$ cat src/point_rigid_transform_assert.svh
// Assertion macros for the point rigid transform block.
// Needs clk and rst_n in scope at the point of use; define ASSERT_OFF to drop all checks.
`ifndef POINT_RIGID_TRANSFORM_ASSERT_SVH
`define POINT_RIGID_TRANSFORM_ASSERT_SVH
`ifndef ASSERT_OFF
// Checked only out of reset
`define PRT_ASSERT(lbl, prop) \
  lbl: assert property (@(posedge clk) disable iff (!rst_n) prop) \
    else $error("point_rigid_transform: check failed");
// Checked on every edge, reset included
`define PRT_ASSERT_ALWAYS(lbl, prop) \
  lbl: assert property (@(posedge clk) prop) \
    else $error("point_rigid_transform: check failed");
`else
`define PRT_ASSERT(lbl, prop)
`define PRT_ASSERT_ALWAYS(lbl, prop)
`endif
`endif

$ cat src/prt_pkg.sv
// Shared types and constants for the point rigid transform block.
// No dependencies.
`default_nettype none
package prt_pkg;

  localparam int COEF_FRAC_BITS = 16;
  localparam int COEF_BITS      = COEF_FRAC_BITS + 2;
  localparam int ROT_W          = 3 * COEF_BITS;
  localparam int TRANS_BITS     = 21;
  localparam int TRANS_W        = 3 * TRANS_BITS;
  // Destination index width; the fused cloud holds 2**INDEX_BITS points
  localparam int INDEX_BITS     = 20;
  localparam int INTENS_W       = 8;
  localparam int TS_W           = 64;
  localparam int CFG_DATA_W     = 64;
  localparam int CFG_IDX_W      = 3;

  typedef enum logic [CFG_IDX_W-1:0] {
    CFG_ROT_ROW0    = 3'd0,
    CFG_ROT_ROW1    = 3'd1,
    CFG_ROT_ROW2    = 3'd2,
    CFG_TRANSLATION = 3'd3,
    CFG_XFORM_EN    = 3'd4,
    CFG_NAN_FILT_EN = 3'd5,
    CFG_TIME_OFFSET = 3'd6,
    CFG_BASE_INDEX  = 3'd7
  } cfg_idx_t;

  typedef logic [ROT_W-1:0]      rot_row_t;
  typedef logic [TRANS_W-1:0]    trans_t;
  typedef logic [INDEX_BITS-1:0] index_t;
  typedef logic [TS_W-1:0]       ts_t;

endpackage
`default_nettype wire

$ cat src/prt_coord_unit.sv
// One output coordinate: dot product of a rotation row with the point, plus translation,
// rounded to whole mm and saturated. Depends on prt_pkg.
`default_nettype none
module prt_coord_unit #(
  parameter int COORD_BITS = 24
) (
  input  prt_pkg::rot_row_t              row,
  input  logic signed [prt_pkg::TRANS_BITS-1:0] trans,
  input  logic signed [COORD_BITS-1:0]   x,
  input  logic signed [COORD_BITS-1:0]   y,
  input  logic signed [COORD_BITS-1:0]   z,
  output logic signed [COORD_BITS-1:0]   res
);
  import prt_pkg::*;

  localparam int PROD_W = COEF_BITS + COORD_BITS;
  localparam int T_W    = TRANS_BITS + COEF_FRAC_BITS;
  // three products plus translation plus rounding: three guard bits
  localparam int ACC_W  = ((PROD_W > T_W) ? PROD_W : T_W) + 3;
  localparam int Q_W    = ACC_W - COEF_FRAC_BITS;

  localparam logic signed [ACC_W-1:0] RND  = ACC_W'(1) <<< (COEF_FRAC_BITS - 1);
  localparam logic signed [Q_W-1:0]   Q_HI = {{(Q_W-COORD_BITS+1){1'b0}}, {(COORD_BITS-1){1'b1}}};
  localparam logic signed [Q_W-1:0]   Q_LO = {{(Q_W-COORD_BITS+1){1'b1}}, {(COORD_BITS-1){1'b0}}};

  logic signed [COEF_BITS-1:0] c0, c1, c2;
  logic signed [PROD_W-1:0]    p0, p1, p2;
  logic signed [ACC_W-1:0]     acc;
  logic signed [Q_W-1:0]       q;

  assign c0 = row[0*COEF_BITS +: COEF_BITS];
  assign c1 = row[1*COEF_BITS +: COEF_BITS];
  assign c2 = row[2*COEF_BITS +: COEF_BITS];

  assign p0 = c0 * x;
  assign p1 = c1 * y;
  assign p2 = c2 * z;

  assign acc = ACC_W'(p0) + ACC_W'(p1) + ACC_W'(p2)
             + (ACC_W'(trans) <<< COEF_FRAC_BITS) + RND;

  // arithmetic shift is floor, so ties go toward plus infinity
  assign q = Q_W'(acc >>> COEF_FRAC_BITS);

  always_comb begin
    if (q > Q_HI) begin
      res = Q_HI[COORD_BITS-1:0];
    end else if (q < Q_LO) begin
      res = Q_LO[COORD_BITS-1:0];
    end else begin
      res = q[COORD_BITS-1:0];
    end
  end

endmodule
`default_nettype wire

$ cat config.mk
export PLATFORM = sky130hd
export DESIGN_NAME = prt_coord_unit
export DESIGN_NICKNAME = d
export VERILOG_FILES = /design/src/point_rigid_transform_assert.svh /design/src/prt_pkg.sv /design/src/prt_coord_unit.sv
export SDC_FILE = /design/constraint.sdc
export NUM_CORES = 2
export LEC_CHECK = 0
export BUFFER_PORTS_ARGS = -buffer_cell sky130_fd_sc_hd__clkbuf_2
export CAP_MARGIN = 20
export CORE_MARGIN = 2
export CORE_UTILIZATION = 40
export DETAILED_ROUTE_END_ITERATION = 12
export PLACE_DENSITY_LB_ADDON = 0.2
export SYNTH_ARGS = -nofsm -noshare
export SYNTH_HDL_FRONTEND = slang
export SYNTH_SLANG_ARGS = --single-unit
export TNS_END_PERCENT = 5
$ cat constraint.sdc
create_clock -name vclk -period 8.65
set_input_delay 0.4325 -clock vclk [all_inputs]
set_output_delay 0.4325 -clock vclk [all_outputs]
set_load 0.03 [all_outputs]
==> flow_metrics.env <==
export IMPL_holdBufCountCts=0
export IMPL_fillers=11470
export IMPL_maxCapViolCount=0
export IMPL_syn2layout_area_growth_pct=15.17
export IMPL_holdCritPathClass="in2out"
export IMPL_yosysWarningCount=0
export IMPL_critical_path_slowest_cell="fa_1"
export IMPL_period_share=1.064
export IMPL_finalSetupViolations=23
export IMPL_dp_cells=7096
export IMPL_syn_nets=6934
export IMPL_synth_top_family_by_area="adder cells"
export IMPL_initial_utilization=0.4017
export IMPL_tightest_slew_ns=0.5610
export IMPL_hpwlAfterDp_um=123200
export IMPL_num_clock_buffers=0
export IMPL_period_needed_ns=9.201
export IMPL_synth_largest_area_cell="fa_1"
export IMPL_die_area_um2=120900
export IMPL_vias_per_cell=4.629
export IMPL_core_um2=117600
export IMPL_port_buffers=171
export IMPL_final_nets=7417
export IMPL_syn_cell_area_um2=47250
export IMPL_dr_pass1_iters=5
export IMPL_grt_max_degree=26
export IMPL_yosys_area_share_simple=0.1405
export IMPL_final_setup_worst_slack_ns=-0.5508
export IMPL_io_pins=171
export IMPL_synth_yosys_seq_area_share=0
export IMPL_fp_dieH_um=347.7
export IMPL_arrival_ns=8.77
export IMPL_wire_per_inst_um=18.16
export IMPL_synth_compound_area_frac=0.01999
export IMPL_stdcell_count=7105
export IMPL_synth_distinct_cells=56
export IMPL_grt_pass1_vias=37000
export IMPL_fmax_ghz=0.1087
export IMPL_grt_pass1_wl_um=211500
export IMPL_startpoint="row[3]"
export IMPL_synthAdderAreaFrac=0.6876
export IMPL_endpoint="res[7]"
export IMPL_vias=32890
export IMPL_drt_iter0_drc=1447
export IMPL_yosys_area_top_type_share=0.6301
export IMPL_crit_path_max_incr_delay_ns=0.55
export IMPL_violations="negative setup slack"
export IMPL_path_common_cell="fa_1"
export IMPL_hold_ws_ns=2.537
export IMPL_avgSynthCellArea_um2=9.295
export IMPL_crit_path_end_kind="output pin"
export IMPL_start_kind="input port"
export IMPL_antenna_found_initial=14
export IMPL_outcome="finished with violations"
export IMPL_final_max_slew_violation_count=0
export IMPL_path_class="in2out"
export IMPL_ant_nets=0
export IMPL_place_ws_ns=-0.7896
export IMPL_seq_area_um2=0
export IMPL_hold_viol=0
export IMPL_mostFrequentLayoutCells="inv_1 (1580), fa_1 (1467), nand2_1 (792)"
export IMPL_muxShareOfSynthArea=0.0004502
export IMPL_grt_remaining_overflow=0
export IMPL_synth_area_top_cells="fa_1 (63%), inv_1 (13%), nand2_1 (6.3%), and2_1 (6.1%), ha_1 (5.7%)"
export IMPL_final_common_cell="inv_1"
export IMPL_multiInputGateArea_um2=40860
export IMPL_seq_cells=0
export IMPL_rows=126
export IMPL_slew_headroom=0.6233
export IMPL_place_congestion=0.9033
export IMPL_routed_wl_um=129000
export IMPL_worstPathRequired_ns=8.22
export IMPL_crit_fanout=19
export IMPL_rsz0062_at_grt="true"
export IMPL_synthCells=5083
export IMPL_synthXorXnorAreaFrac=0.008157
export IMPL_drc=0
export IMPL_track_usage=0.2257
export IMPL_die_w_um=347.7
export IMPL_drive_gt1_frac=0.1384
Yosys cell counts (5+ instances only):
master	instances
nand3_1	7
nor2b_1	23
a21oi_1	37
nand4_1	14
buf_2	5
inv_1	1582
xor2_1	14
fa_1	1487
and3_1	7
nand2_1	793
o21ai_0	17
and2_1	459
nor2_1	40
a31oi_1	5
ha_1	217
o21bai_1	5
xnor2_1	30
clkbuf_1	208
nand2b_1	27
a21o_1	41
nor3_1	9
cells by family after synthesis:
family | Yosys count
simple gates | 1395
compound gates | 140
buf+inv | 1798
mux | 2
fa+ha+maj | 1704
xor+xnor | 44
layout make-up:
type	count	area share
diodes	5	0.0002299
inverters	1583	0.1092
multi-input cells	3285	0.7510
well taps	1536	0.03532
repair buffers	696	0.1042
worst max-delay path: cells and delay by family:
family,cells,cell delay [ns]
and+or+nand+nor,4,0.68
adders and majority gates,10,4.90
buffers and inverters,13,1.30
AOI/OAI and AO/OA,5,1.41
stage by stage:
stage                     utilization  TNS [ns]  instance area [um2]
after floorplan                     -         0                47550
after global placement         0.4605    -16.20                54160
after detailed placement       0.4605    -17.92                54160
after CTS                      0.4617    -12.44                54300
after global routing           0.4626    -18.52                54400
final                          0.4627    -12.21                54410
worst min-delay path by stage:
| stage | start | to | slack [ns] | depth (start not counted) |
|---|---|---|---|---|
| finish | row[0] | res[0] | 2.54 | 11 |
| CTS | row[0] | res[0] | 2.57 | 11 |
| detailed placement | row[0] | res[0] | 2.62 | 11 |
| global route | row[0] | res[0] | 2.60 | 11 |
| floorplan | row[0] | res[3] | 1.60 | 6 |
| global placement | row[0] | res[0] | 2.62 | 11 |
metal layers:
metal  GRT usage  wire [um]  vias to the layer above
li1            -          -                    14900
met2      0.3592      58300                      655
met1      0.3405      61020                    17220
met4     0.03463       2590                       14
met5           0         83                        -
met3     0.02292       7020                       95
repair_timing:
action,CTS,global route
pin swaps,10,10
setup endpoints to repair,24,24
gates resized for setup,34,26
buffers inserted,1,3
hold endpoints to repair,0,0
gates cloned,0,0
Power is not shown: default switching activity piles up to over one toggle a cycle in this logic, so the estimate is an artifact.
